## src/pts_pkg.sv

```systemverilog
// shared types and constants of the periodic task scheduler
`default_nettype none

package pts_pkg;

  // request codes
  localparam logic [1:0] REQ_LOAD   = 2'd0;
  localparam logic [1:0] REQ_TICK   = 2'd1;
  localparam logic [1:0] REQ_FINISH = 2'd2;

  // policy register values
  localparam logic POL_RM  = 1'b0;
  localparam logic POL_EDF = 1'b1;

  // input transaction
  typedef struct packed {
    logic [1:0]  req_type;
    logic [3:0]  task_slot;
    logic [15:0] period;
    logic [15:0] rel_deadline;
    logic [15:0] burst;
  } pts_req_t;

  // result transaction
  typedef struct packed {
    logic        status;
    logic        idle;
    logic [3:0]  run_task;
    logic        completed;
    logic [15:0] lost_mask;
    logic        segment_end;
    logic [3:0]  segment_task;
    logic [15:0] segment_length;
    logic [15:0] killed_mask;
  } pts_rsp_t;

endpackage

`default_nettype wire

```

## src/periodic_task_scheduler.sv

```systemverilog
// periodic task scheduler top level with slot scan sequencer
// a tick result is valid after two passes over the slot memories, one slot a cycle, each
// draining through the per slot unit, then a pick step and an output step
// loads, finish and unknown requests skip the passes and go straight to the output step
// input stalls until the result reaches the output register, so a new request is
// accepted only after the previous result has been loaded into the output register
// reset clears slots, instances, segment and policy; no clearing pass is needed
`default_nettype none

module periodic_task_scheduler
  import pts_pkg::*;
#(
  parameter int TASK_SLOTS = 16,
  parameter int TIME_BITS  = 16
) (
  input  wire logic     clk_i,
  input  wire logic     rst_ni,
  input  wire logic     cfg_we_i,
  input  wire logic     cfg_data_i,
  input  wire logic     in_valid_i,
  output logic          in_stall_o,
  input  wire pts_req_t in_data_i,
  output logic          out_valid_o,
  input  wire logic     out_stall_i,
  output pts_rsp_t      out_data_o
);

  localparam int SLOT_W = (TASK_SLOTS > 1) ? $clog2(TASK_SLOTS) : 1;
  localparam int CNT_W  = SLOT_W + 1;

  typedef enum logic [2:0] {
    S_IDLE,
    S_SCAN_A,
    S_PICK,
    S_SCAN_B,
    S_DONE
  } state_e;

  // per slot run time state, cleared by valid bits
  typedef struct packed {
    logic [TIME_BITS-1:0] rem;
    logic [TIME_BITS-1:0] dl;
    logic [TIME_BITS-1:0] cd;
  } dyn_t;

  // per slot task parameters
  typedef struct packed {
    logic [TIME_BITS-1:0] per;
    logic [TIME_BITS-1:0] dln;
    logic [TIME_BITS-1:0] bur;
  } sta_t;

  state_e                 state_q;
  logic                   policy_q;
  logic [TASK_SLOTS-1:0]  slot_valid_q;
  logic [TASK_SLOTS-1:0]  active_q;
  logic [TASK_SLOTS-1:0]  dyn_valid_q;
  logic                   seg_open_q;
  logic [SLOT_W-1:0]      seg_slot_q;
  logic [TIME_BITS-1:0]   seg_ticks_q;
  logic [CNT_W-1:0]       cnt_q;
  logic [SLOT_W-1:0]      proc_idx_q;
  logic                   proc_on_q;
  logic                   found_q;
  logic [SLOT_W-1:0]      best_idx_q;
  logic [TIME_BITS-1:0]   best_key_q;
  logic                   best_rel_q;
  pts_rsp_t               res_q;
  pts_rsp_t               out_q;
  logic                   out_valid_q;

  dyn_t                   dyn_mem [TASK_SLOTS];
  sta_t                   sta_mem [TASK_SLOTS];
  dyn_t                   dyn_rd_q;
  sta_t                   sta_rd_q;

  logic                   in_acc;
  logic                   issue_en;
  logic [SLOT_W-1:0]      rd_addr;
  logic                   last_proc;
  logic                   done_fire;
  pts_rsp_t               req_rsp;

  // load field conversion and validation
  logic [TIME_BITS+15:0]  per_ext;
  logic [TIME_BITS+15:0]  dln_ext;
  logic [TIME_BITS+15:0]  bur_ext;
  sta_t                   ld_word;
  logic                   ld_ok;
  logic [SLOT_W-1:0]      ld_idx;
  logic                   sta_we;

  logic [TASK_SLOTS+15:0] pend_ext;
  logic [TIME_BITS+15:0]  seg_ext;
  logic                   seg_close;

  // per slot unit signals
  logic                   pu_sv;
  logic                   pu_act;
  dyn_t                   pu_cur;
  dyn_t                   pu_nxt;
  logic                   pu_act_n;
  logic                   pu_lost;
  logic                   pu_rel;
  logic                   pu_done;
  logic [TIME_BITS-1:0]   pu_key;
  logic                   pu_better;
  logic                   dyn_we;

  assign in_stall_o  = (state_q != S_IDLE);
  assign in_acc      = in_valid_i && !in_stall_o;
  assign out_valid_o = out_valid_q;
  assign out_data_o  = out_q;
  assign done_fire   = (state_q == S_DONE) && (!out_valid_q || !out_stall_i);

  // load fields masked to the time width
  assign per_ext     = {{TIME_BITS{1'b0}}, in_data_i.period};
  assign dln_ext     = {{TIME_BITS{1'b0}}, in_data_i.rel_deadline};
  assign bur_ext     = {{TIME_BITS{1'b0}}, in_data_i.burst};
  assign ld_word     = {per_ext[TIME_BITS-1:0], dln_ext[TIME_BITS-1:0],
                        bur_ext[TIME_BITS-1:0]};
  assign ld_idx      = SLOT_W'(in_data_i.task_slot);
  assign ld_ok       = (32'(in_data_i.task_slot) < TASK_SLOTS)
                    && (ld_word.per != '0) && (ld_word.dln != '0) && (ld_word.bur != '0)
                    && (ld_word.bur <= ld_word.dln) && (ld_word.dln <= ld_word.per);
  assign sta_we      = in_acc && (in_data_i.req_type == REQ_LOAD) && ld_ok;

  // pending instances for the finish report, low 16 slots only
  assign pend_ext = {16'b0, slot_valid_q & active_q};
  assign seg_ext  = {16'b0, seg_ticks_q};

  // scan addressing
  assign issue_en  = ((state_q == S_SCAN_A) || (state_q == S_SCAN_B))
                  && (32'(cnt_q) < TASK_SLOTS);
  assign rd_addr   = cnt_q[SLOT_W-1:0];
  assign last_proc = proc_on_q && (proc_idx_q == SLOT_W'(TASK_SLOTS - 1));

  // segment closes when the pick changes, stops or is a fresh instance
  assign seg_close = seg_open_q && (!found_q || (best_idx_q != seg_slot_q) || best_rel_q);

  // starting result of an accepted request
  always_comb begin
    req_rsp      = '0;
    req_rsp.idle = 1'b1;
    case (in_data_i.req_type)
      REQ_LOAD: begin
        req_rsp.status = !ld_ok;
      end
      REQ_FINISH: begin
        req_rsp.killed_mask = pend_ext[15:0];
        if (seg_open_q) begin
          req_rsp.segment_end    = 1'b1;
          req_rsp.segment_task   = 4'(seg_slot_q);
          req_rsp.segment_length = seg_ext[15:0];
        end
      end
      default: begin
      end
    endcase
  end

  // shared per slot unit: deadline miss check, release and pick in pass a, run and age in pass b
  always_comb begin
    pu_sv    = slot_valid_q[proc_idx_q];
    pu_act   = active_q[proc_idx_q];
    pu_cur   = dyn_valid_q[proc_idx_q] ? dyn_rd_q : '0;
    pu_nxt   = pu_cur;
    pu_act_n = pu_act;
    pu_lost  = 1'b0;
    pu_rel   = 1'b0;
    pu_done  = 1'b0;
    if (state_q == S_SCAN_A) begin
      if (pu_act && (pu_cur.dl == '0)) begin
        pu_act_n   = 1'b0;
        pu_nxt.rem = '0;
        pu_lost    = 1'b1;
      end
      if (pu_cur.cd == '0) begin
        pu_act_n   = 1'b1;
        pu_nxt.rem = sta_rd_q.bur;
        pu_nxt.dl  = sta_rd_q.dln;
        pu_nxt.cd  = sta_rd_q.per;
        pu_rel     = 1'b1;
      end
    end else begin
      if (found_q && (proc_idx_q == best_idx_q)) begin
        pu_nxt.rem = pu_cur.rem - TIME_BITS'(1);
        if (pu_nxt.rem == '0) begin
          pu_done  = 1'b1;
          pu_act_n = 1'b0;
        end
      end
      if (pu_act_n && (pu_cur.dl != '0)) begin
        pu_nxt.dl = pu_cur.dl - TIME_BITS'(1);
      end
      if (pu_cur.cd != '0) begin
        pu_nxt.cd = pu_cur.cd - TIME_BITS'(1);
      end
    end
    pu_key    = (policy_q == POL_EDF) ? pu_nxt.dl : sta_rd_q.per;
    pu_better = pu_act_n && (pu_nxt.rem != '0) && (!found_q || (pu_key < best_key_q));
    dyn_we    = proc_on_q && pu_sv;
  end

  // slot memories
  always_ff @(posedge clk_i) begin
    if (issue_en) begin
      dyn_rd_q <= dyn_mem[rd_addr];
      sta_rd_q <= sta_mem[rd_addr];
    end
    if (dyn_we) begin
      dyn_mem[proc_idx_q] <= pu_nxt;
    end
    if (sta_we) begin
      sta_mem[ld_idx] <= ld_word;
    end
  end

  // sequencer, slot flags, segment tracking and result registers
  always_ff @(posedge clk_i or negedge rst_ni) begin
    if (!rst_ni) begin
      state_q      <= S_IDLE;
      policy_q     <= POL_RM;
      slot_valid_q <= '0;
      active_q     <= '0;
      dyn_valid_q  <= '0;
      seg_open_q   <= 1'b0;
      seg_slot_q   <= '0;
      seg_ticks_q  <= '0;
      cnt_q        <= '0;
      proc_idx_q   <= '0;
      proc_on_q    <= 1'b0;
      found_q      <= 1'b0;
      best_idx_q   <= '0;
      best_key_q   <= '0;
      best_rel_q   <= 1'b0;
      res_q        <= '0;
      out_q        <= '0;
      out_valid_q  <= 1'b0;
    end else begin
      // config register
      if (cfg_we_i) begin
        policy_q <= cfg_data_i;
      end

      // output transaction loaded or taken
      out_valid_q <= done_fire || (out_valid_q && out_stall_i);

      // scan pipeline follows the read port
      proc_on_q  <= issue_en;
      proc_idx_q <= rd_addr;

      // write back of the per slot unit
      if (dyn_we) begin
        active_q[proc_idx_q]    <= pu_act_n;
        dyn_valid_q[proc_idx_q] <= 1'b1;
      end

      case (state_q)
        S_IDLE: begin
          if (in_acc) begin
            res_q      <= req_rsp;
            cnt_q      <= '0;
            found_q    <= 1'b0;
            best_rel_q <= 1'b0;
            state_q    <= (in_data_i.req_type == REQ_TICK) ? S_SCAN_A : S_DONE;
            case (in_data_i.req_type)
              REQ_LOAD: begin
                if (ld_ok) begin
                  slot_valid_q[ld_idx] <= 1'b1;
                  active_q[ld_idx]     <= 1'b0;
                  dyn_valid_q[ld_idx]  <= 1'b0;
                end
              end
              REQ_FINISH: begin
                active_q    <= '0;
                dyn_valid_q <= '0;
                seg_open_q  <= 1'b0;
                seg_slot_q  <= '0;
                seg_ticks_q <= '0;
              end
              default: begin
              end
            endcase
          end
        end

        S_SCAN_A: begin
          cnt_q <= cnt_q + CNT_W'(1);
          if (proc_on_q && pu_sv) begin
            if (pu_lost && (32'(proc_idx_q) < 16)) begin
              res_q.lost_mask[4'(proc_idx_q)] <= 1'b1;
            end
            if (pu_better) begin
              found_q    <= 1'b1;
              best_idx_q <= proc_idx_q;
              best_key_q <= pu_key;
              best_rel_q <= pu_rel;
            end
          end
          if (last_proc) begin
            state_q <= S_PICK;
          end
        end

        S_PICK: begin
          if (seg_close) begin
            res_q.segment_end    <= 1'b1;
            res_q.segment_task   <= 4'(seg_slot_q);
            res_q.segment_length <= seg_ext[15:0];
          end
          if (found_q) begin
            res_q.idle     <= 1'b0;
            res_q.run_task <= 4'(best_idx_q);
            if (seg_open_q && !seg_close) begin
              if (seg_ticks_q != '1) begin
                seg_ticks_q <= seg_ticks_q + TIME_BITS'(1);
              end
            end else begin
              seg_open_q  <= 1'b1;
              seg_slot_q  <= best_idx_q;
              seg_ticks_q <= TIME_BITS'(1);
            end
          end else begin
            seg_open_q <= 1'b0;
          end
          cnt_q   <= '0;
          state_q <= S_SCAN_B;
        end

        S_SCAN_B: begin
          cnt_q <= cnt_q + CNT_W'(1);
          if (proc_on_q && pu_sv && pu_done) begin
            res_q.completed <= 1'b1;
          end
          if (last_proc) begin
            state_q <= S_DONE;
          end
        end

        S_DONE: begin
          if (done_fire) begin
            out_q   <= res_q;
            state_q <= S_IDLE;
          end
        end

        default: begin
          state_q <= S_IDLE;
        end
      endcase
    end
  end

endmodule

`default_nettype wire
```

## config.mk

```make
export PLATFORM = sky130hd
export DESIGN_NAME = periodic_task_scheduler
export DESIGN_NICKNAME = d
export VERILOG_FILES = /design/src/pts_pkg.sv /design/src/periodic_task_scheduler.sv
export SDC_FILE = /design/constraint.sdc
export NUM_CORES = 2
export LEC_CHECK = 0
export BUFFER_PORTS_ARGS = -buffer_cell sky130_fd_sc_hd__clkbuf_2
export CAP_MARGIN = 20
export CELL_PAD_IN_SITES_DETAIL_PLACEMENT = 0
export CELL_PAD_IN_SITES_GLOBAL_PLACEMENT = 1
export CORE_ASPECT_RATIO = 0.5
export CORE_MARGIN = 3
export CORE_UTILIZATION = 48
export DETAILED_ROUTE_END_ITERATION = 10
export MAX_ROUTING_LAYER = met4
export PLACE_DENSITY_LB_ADDON = 0.1
export SLEW_MARGIN = 20
export SYNTH_ARGS = -nofsm -noshare
export SYNTH_HDL_FRONTEND = slang
export SYNTH_SLANG_ARGS = --single-unit
export TNS_END_PERCENT = 1
```

## constraint.sdc

```tcl
create_clock -name clk_i -period 9.61 [get_ports clk_i]
set_input_delay 1.4415 -clock clk_i [delete_from_list [all_inputs] [get_ports clk_i]]
set_output_delay 1.4415 -clock clk_i [all_outputs]
set_load 0.05 [all_outputs]
```

# Word-level counts from Yosys, hierarchy flattened
# Memories as Yosys holds them, arrays and structs flattened. A register that Yosys moved wholly into a read port is not among the register bits.
# Cells that the tools add are included.
totals:
  register_bits: 226
  mem_bits_rw: 1536
  out_inout_bits: 62
  memories: 2
op_classes:
  addsub: 5
  order_cmp: 8
  n_eq_ne: 24
  n_mux: 89
  n_bitwise: 7
  reduce_logical: 65
mem_list:
  columns: ["memory", "depth", "width", "read_ports", "rd_clocked_by_memory_dff", "wr", "line", "text"]
  rows:
  - ["dyn_mem", 16, 48, 1, 1, 1, "periodic_task_scheduler.sv:72", "dyn_t dyn_mem [TASK_SLOTS];"]
  - ["sta_mem", 16, 48, 1, 1, 1, "periodic_task_scheduler.sv:73", "sta_t sta_mem [TASK_SLOTS];"]
op_table:
  columns: ["operator", "count"]
  rows:
  - ["2-to-1 mux 16 bit", 20]
  - ["2-to-1 mux 48 bit", 3]
  - ["one-hot mux 16 bit (2 select lines)", 4]
  - ["nonzero test 16 bit", 6]
  - ["2-to-1 mux 59 bit", 1]
  - ["AND 16 bit", 3]
  - ["zero test 16 bit", 3]
  - ["bitwise OR 16 bit", 3]
  - ["subtractor 16 x 1 -> 16 bit (second input constant)", 3]
  - ["2-to-1 mux 21 bit", 2]
  - ["one-hot mux 21 bit (2 select lines)", 1]
  - ["2-to-1 mux 37 bit", 1]
  - ["less-or-equal comparator 16 bit", 2]
  - ["2-to-1 mux 1 bit", 32]
  - ["logical AND 1 bit", 22]
  - ["inequality test 2 bit (second input constant)", 10]
  - ["AND reduction 4 bit", 5]
  - ["adder 16 x 1 -> 16 bit (second input constant)", 1]
  - ["bitwise mux 16 bit", 1]
  - ["less-than comparator 16 bit", 1]
  - ["2-to-1 mux 4 bit", 4]
  - ["inequality test 16 bit (second input constant)", 1]
  - ["NOT 16 bit", 1]
  - ["2-to-1 mux 3 bit", 5]
  - ["32 further kinds", 63]

# Logic depth before layout (Yosys ltp)
logic_depth:
  word_depth: 18
  ltp_mapped: 36
  depth_no_buf: 26

# Worst setup path after synthesis
# Ideal clock, no wire load.
synth_timing:
  kind: "register to register"
  from: "register proc_idx_q[1]"
  to: "register best_key_q[10]"
  setup_ns: 0.125
  t_arrival_ns: 7.792
  required_ns: 9.485
  slack_ns: 1.693
  stages_incl_launch_ff: 35
  path_buffers: 10
  period_less_slack_ns: 7.917
  path_cell_list: "dfrtp_1 -> buf_2 -> mux4_2 -> nand2b_1 -> nand3_1 -> nand2_1 -> clkbuf_1 -> clkbuf_1 -> clkbuf_1 -> clkbuf_1 -> buf_1 -> buf_1 -> nand2_1 -> ha_1 -> or3b_2 -> clkbuf_1 -> or3_1 -> o32a_1 -> nor3b_1 -> nand4b_1 -> clkbuf_1 -> and3_1 -> a31o_2 -> a21oi_1 -> mux2_2 -> ha_1 -> nand4_1 -> nor2_1 -> nand3_1 -> and3b_1 -> a311o_1 -> o32ai_1 -> o211ai_4 -> buf_12 -> mux2_4"
synth_rtl:
  columns: ["element", "line", "text"]
  rows:
  - ["start: declaration", "periodic_task_scheduler.sv:62", "logic [SLOT_W-1:0] proc_idx_q;"]
  - ["start signal: assignment", "periodic_task_scheduler.sv:251", "proc_idx_q <= rd_addr;"]
  - ["end signal: assignment", "periodic_task_scheduler.sv:297", "best_key_q <= pu_key;"]
  - ["end: declaration", "periodic_task_scheduler.sv:66", "logic [TIME_BITS-1:0] best_key_q;"]

==> impl_table.tex <==
\begin{tabular}{lr}
\hline
Metric & Value \\
\hline
\multicolumn{2}{l}{\textbf{Synthesis}} \\
Number of flops mapped to enable cells by yosys & 1632 \\
Netlist Area Pre-Place & 74300 µm² \\
Flip-flop and latch count after synthesis & 1858 \\
Top cells by count, synth & sky130\_fd\_sc\_hd\_\_edfxtp\_1, sky130\_fd\_sc\_hd\_\_mux4\_2, sky130\_fd\_sc\_hd\_\_dfrtp\_1 \\
Most frequent cell after synthesis & sky130\_fd\_sc\_hd\_\_edfxtp\_1 \\
Area share of the leading cell type in the synthesized netlist & 65.9\% \\
Post-Syn Nets & 3828 \\
Fraction of synthesis flops using an asynchronous set or reset pin & 12.2\% \\
Post-synthesis cell count & 3714 \\
YS warnings & 0 \\
Synthesized area per cell & 20.0 µm² \\
Most area-hungry cell type in the Yosys netlist & sky130\_fd\_sc\_hd\_\_edfxtp\_1 \\
Number of unique standard cell types used by synthesis & 75 \\
Most common flop cell mapped by yosys & sky130\_fd\_sc\_hd\_\_edfxtp\_1 \\
Post-synthesis sequential area ratio & 73.6\% \\
Most area-consuming cells after synthesis & sky130\_fd\_sc\_hd\_\_edfxtp\_1, sky130\_fd\_sc\_hd\_\_mux4\_2, sky130\_fd\_sc\_hd\_\_dfrtp\_1 \\
\multicolumn{2}{l}{\textbf{Placement}} \\
Number of instances in the placed design & 5791 \\
Sum of net half-perimeters after detailed placement & 106 mm \\
Standard cell area after detailed placement & 77700 µm² \\
Buffers on Ports & 121 \\
Final weighted congestion of routability-driven global placement & 0.909 \\
\multicolumn{2}{l}{\textbf{Critical path}} \\
Cell with the most instances on the worst path & sky130\_fd\_sc\_hd\_\_a21o\_1 \\
Launch point of the worst reg-to-reg path & proc\_idx\_q[1] \\
Maximum net fanout on the critical path & 19 \\
Category of the critical setup timing path & reg2reg \\
Cell class contributing the biggest share of worst-path delay & compound AO/OA/AOI/OAI gates \\
Worst path bufs/invs & 2 \\
R2r setup slk & 1.36 ns \\
Type of destination of the critical path & register \\
Data arrival time of the critical path & 8.89 ns \\
CP required & 10.25 ns \\
Destination of the worst register-to-register timing path & best\_idx\_q[2] \\
Critical-path top delay cell & sky130\_fd\_sc\_hd\_\_dfrtp\_1 \\
Reg2reg path depth & 28 \\
Startpoint Class & register \\
Worst stage delay on the critical path & 0.64 ns \\
\multicolumn{2}{l}{\textbf{Final layout}} \\
Sequential Area & 54700 µm² \\
Proportion of layout cells with a drive suffix above 1 & 27.5\% \\
Synth-to-layout area growth & 11.6\% \\
Number of non-filler instances in the completed layout & 6102 \\
Number of fill cells & 11800 \\
Total area of multi-input combinational cells & 18800 µm² \\
Number of nets in the layout & 4020 \\
Post-route standard cell area excluding fillers & 82900 µm² \\
\multicolumn{2}{l}{\textbf{Timing}} \\
Setup repair after global routing missed its margin & false \\
Total negative slack for setup checks & 0 ns \\
Worst slew margin & 23.7\% \\
Number of endpoints failing setup at the final stage & 0 \\
Hold violation count in the final report & 0 \\
Worst slew pin tran & 1.14 ns \\
Min Clock Period, post-route & 8.25 ns \\
Clock Skews & 0.0584 ns \\
Part of the cycle the worst path needs & 85.9\% \\
Final Max Tran Viols & 0 \\
Fmax & 0.121 GHz \\
\multicolumn{2}{l}{\textbf{Global route}} \\
Gr usage total & 24.9\% \\
Via count of the first global-routing pass & 38400 \\
Global-route wire length before repair & 278 mm \\
Initial antenna violation count & 22 \\
Congestion Overflow GR & 0 \\
Pin count of the biggest net entering global routing & 146 \\
\multicolumn{2}{l}{\textbf{Die}} \\
CORE AREA & 153000 µm² \\
Die width & 562 µm \\
Starting density of the core & 48.6\% \\
Y dimension of the die & 284 µm \\
Standard-cell rows & 101 \\
Die Footprint & 160000 µm² \\
I/O pin count & 122 \\
\multicolumn{2}{l}{\textbf{Power and ir drop}} \\
Proportion of power drawn by combinational gates & 25.1\% \\
Total net switching power & 6.86 mW \\
Clock network power share & 28.3\% \\
Cell-internal power & 15.7 mW \\
Seq pwr share & 46.6\% \\
Switching portion of total power & 30.4\% \\
Power density of the placed cells & 273 nW/µm² \\
Static Leak & 27.2 nW \\
Worst supply voltage drop on vdd & 231 µV \\
\multicolumn{2}{l}{\textbf{Clock tree}} \\
Clk root buf & sky130\_fd\_sc\_hd\_\_clkbuf\_16 \\
Number of clock sinks & 1858 \\
Inserted Clock Buffers & 170 \\
CTS HTree Levels & 4 \\
Clock latency reported for the late side of the worst-skew pair & 0.81 ns \\
Clock-pin slew on the worst setup and hold paths & 0.07 ns \\
Maximum clock insertion buffer count & 4 \\
Quantity of hold-fixing buffers added after cts & 0 \\
Post-cts gate resize count & 0 \\
Count of buffers added by post-CTS timing repair for setup & 0 \\
TritonCTS clock tree & built \\
\multicolumn{2}{l}{\textbf{Min path}} \\
Worst hold stages & 1 \\
Launch instance of the worst min-delay path & res\_q[36] \\
Worst hold-check path type & reg2reg \\
Hold endpoint & res\_q[36] \\
\multicolumn{2}{l}{\textbf{Detailed routing}} \\
Via density per instance & 6.22 \\
Routed length per placed instance & 31.4 µm \\
Final wirelength & 192 mm \\
First-pass iteration count of the detailed router & 5 \\
Drc violations & 0 \\
DRT iter0 DRCs & 4194 \\
Antenna-violating nets left & 0 \\
Via count of the routed design & 37900 \\
\multicolumn{2}{l}{\textbf{Outcome}} \\
Status & complete, no violations \\
\multicolumn{2}{l}{\textbf{Flow run}} \\
Maximum capacitance violations & 0 \\
\hline
\end{tabular}
[metrics by stage]
stage / hold WS [ns] / setup slack (ns) / utilization (%) / total power [mW]
2_1_floorplan: 0.352 / 1.69 / - / 14.3
3_3_place_gp: 0.459 / 1.23 / 50.8 / 16.2
3_5_place_dp: 0.468 / 0.999 / 50.9 / 16.3
4_1_cts: 0.482 / 0.926 / 54.2 / 22.7
5_1_grt: 0.493 / 0.858 / 54.3 / 23.6
6_report: 0.483 / 1.36 / 54.3 / 22.6
[placed cells by master, fill, tap and decap left out, types with 30 or more instances in the layout]
cell and n:
sky130_fd_sc_hd__mux4_2 485, sky130_fd_sc_hd__mux2i_1 36, sky130_fd_sc_hd__edfxtp_1 1632, sky130_fd_sc_hd__o21ai_0 41, sky130_fd_sc_hd__clkinv_1 38, sky130_fd_sc_hd__a22o_1 30, sky130_fd_sc_hd__ha_1 54, sky130_fd_sc_hd__nor2_1 138
sky130_fd_sc_hd__clkbuf_2 120, sky130_fd_sc_hd__nor3_1 40, sky130_fd_sc_hd__dfrtp_1 221, sky130_fd_sc_hd__clkbuf_16 172, sky130_fd_sc_hd__a21oi_1 58, sky130_fd_sc_hd__buf_4 96, sky130_fd_sc_hd__inv_1 73, sky130_fd_sc_hd__nand3_1 40
sky130_fd_sc_hd__clkbuf_1 41, sky130_fd_sc_hd__a311oi_1 31, sky130_fd_sc_hd__mux2_2 76, sky130_fd_sc_hd__nand2_1 95
[layout make-up]
class | count | share of cell area (%)
clock inverters | 69 | 0.566
multi-input cells | 1579 | 22.7
diodes | 12 | 0.0362
well taps | 2060 | 3.11
repair buffers | 224 | 1.76
inverters | 73 | 0.330
flip-flops and latches | 1858 | 65.9
clock buffers | 227 | 5.61
[metal layers]
metal / part of all wire (%) / wire [µm] / GRT usage (%) / vias to the layer above
li1: - / - / - / 15800
met1: 44 / 84700 / 36.8 / 20500
met2: 46 / 88400 / 36.2 / 1368
met3: 8.1 / 15600 / 5.54 / 232
met4: 1.5 / 2950 / 4.32 / 0
met5: 0 / 0 / - / -
[sequential cells by signal, summed over array words and instances, names as in the netlist, 16 cells and up]
signal,cells
sta_rd_q,48
dyn_valid_q,16
out_data_o,60
sta_mem,768
best_key_q,16
seg_ticks_q,16
active_q,16
res_q,60
dyn_mem,768
slot_valid_q,16
dyn_rd_q,48
[cells by family (layout without fill, tap and decap cells)]
logic type	after synthesis	after routing	share of synthesized area (%)
xor gates and xnor gates	22	22	0.259
adders and majority gates	54	54	0.909
DFF	1858	1858	73.6
AOI/OAI and AO/OA	351	351	3.42
muxes	614	614	16.7
buffers and inverters	277	593	1.47
other	0	12	0
and+or+nand+nor	538	538	3.71
[worst max path at each step]
stage	startpoint	end	slack, ns	cells after the start
2_1_floorplan	proc_idx_q[1]	best_key_q[10]	1.69	34
3_3_place_gp	proc_idx_q[3]	best_key_q[7]	1.23	25
3_5_place_dp	proc_idx_q[3]	best_key_q[2]	1.0	25
4_1_cts	proc_idx_q[3]	best_idx_q[2]	0.93	25
5_1_grt	proc_idx_q[1]	best_idx_q[2]	0.86	28
6_report	proc_idx_q[1]	best_idx_q[2]	1.36	28
[power groups by stage]
stage               Sequential [mW]  Combinational [mW]  Clock [mW]
finish                         10.5                5.67        6.41
floorplan                      10.6                3.66           0
global placement               10.7                5.54           0
CTS                            10.5                5.67        6.55
global route                   10.6                6.14        6.89
detailed placement             10.7                5.65           0
Power figures use the tool's default switching activity.
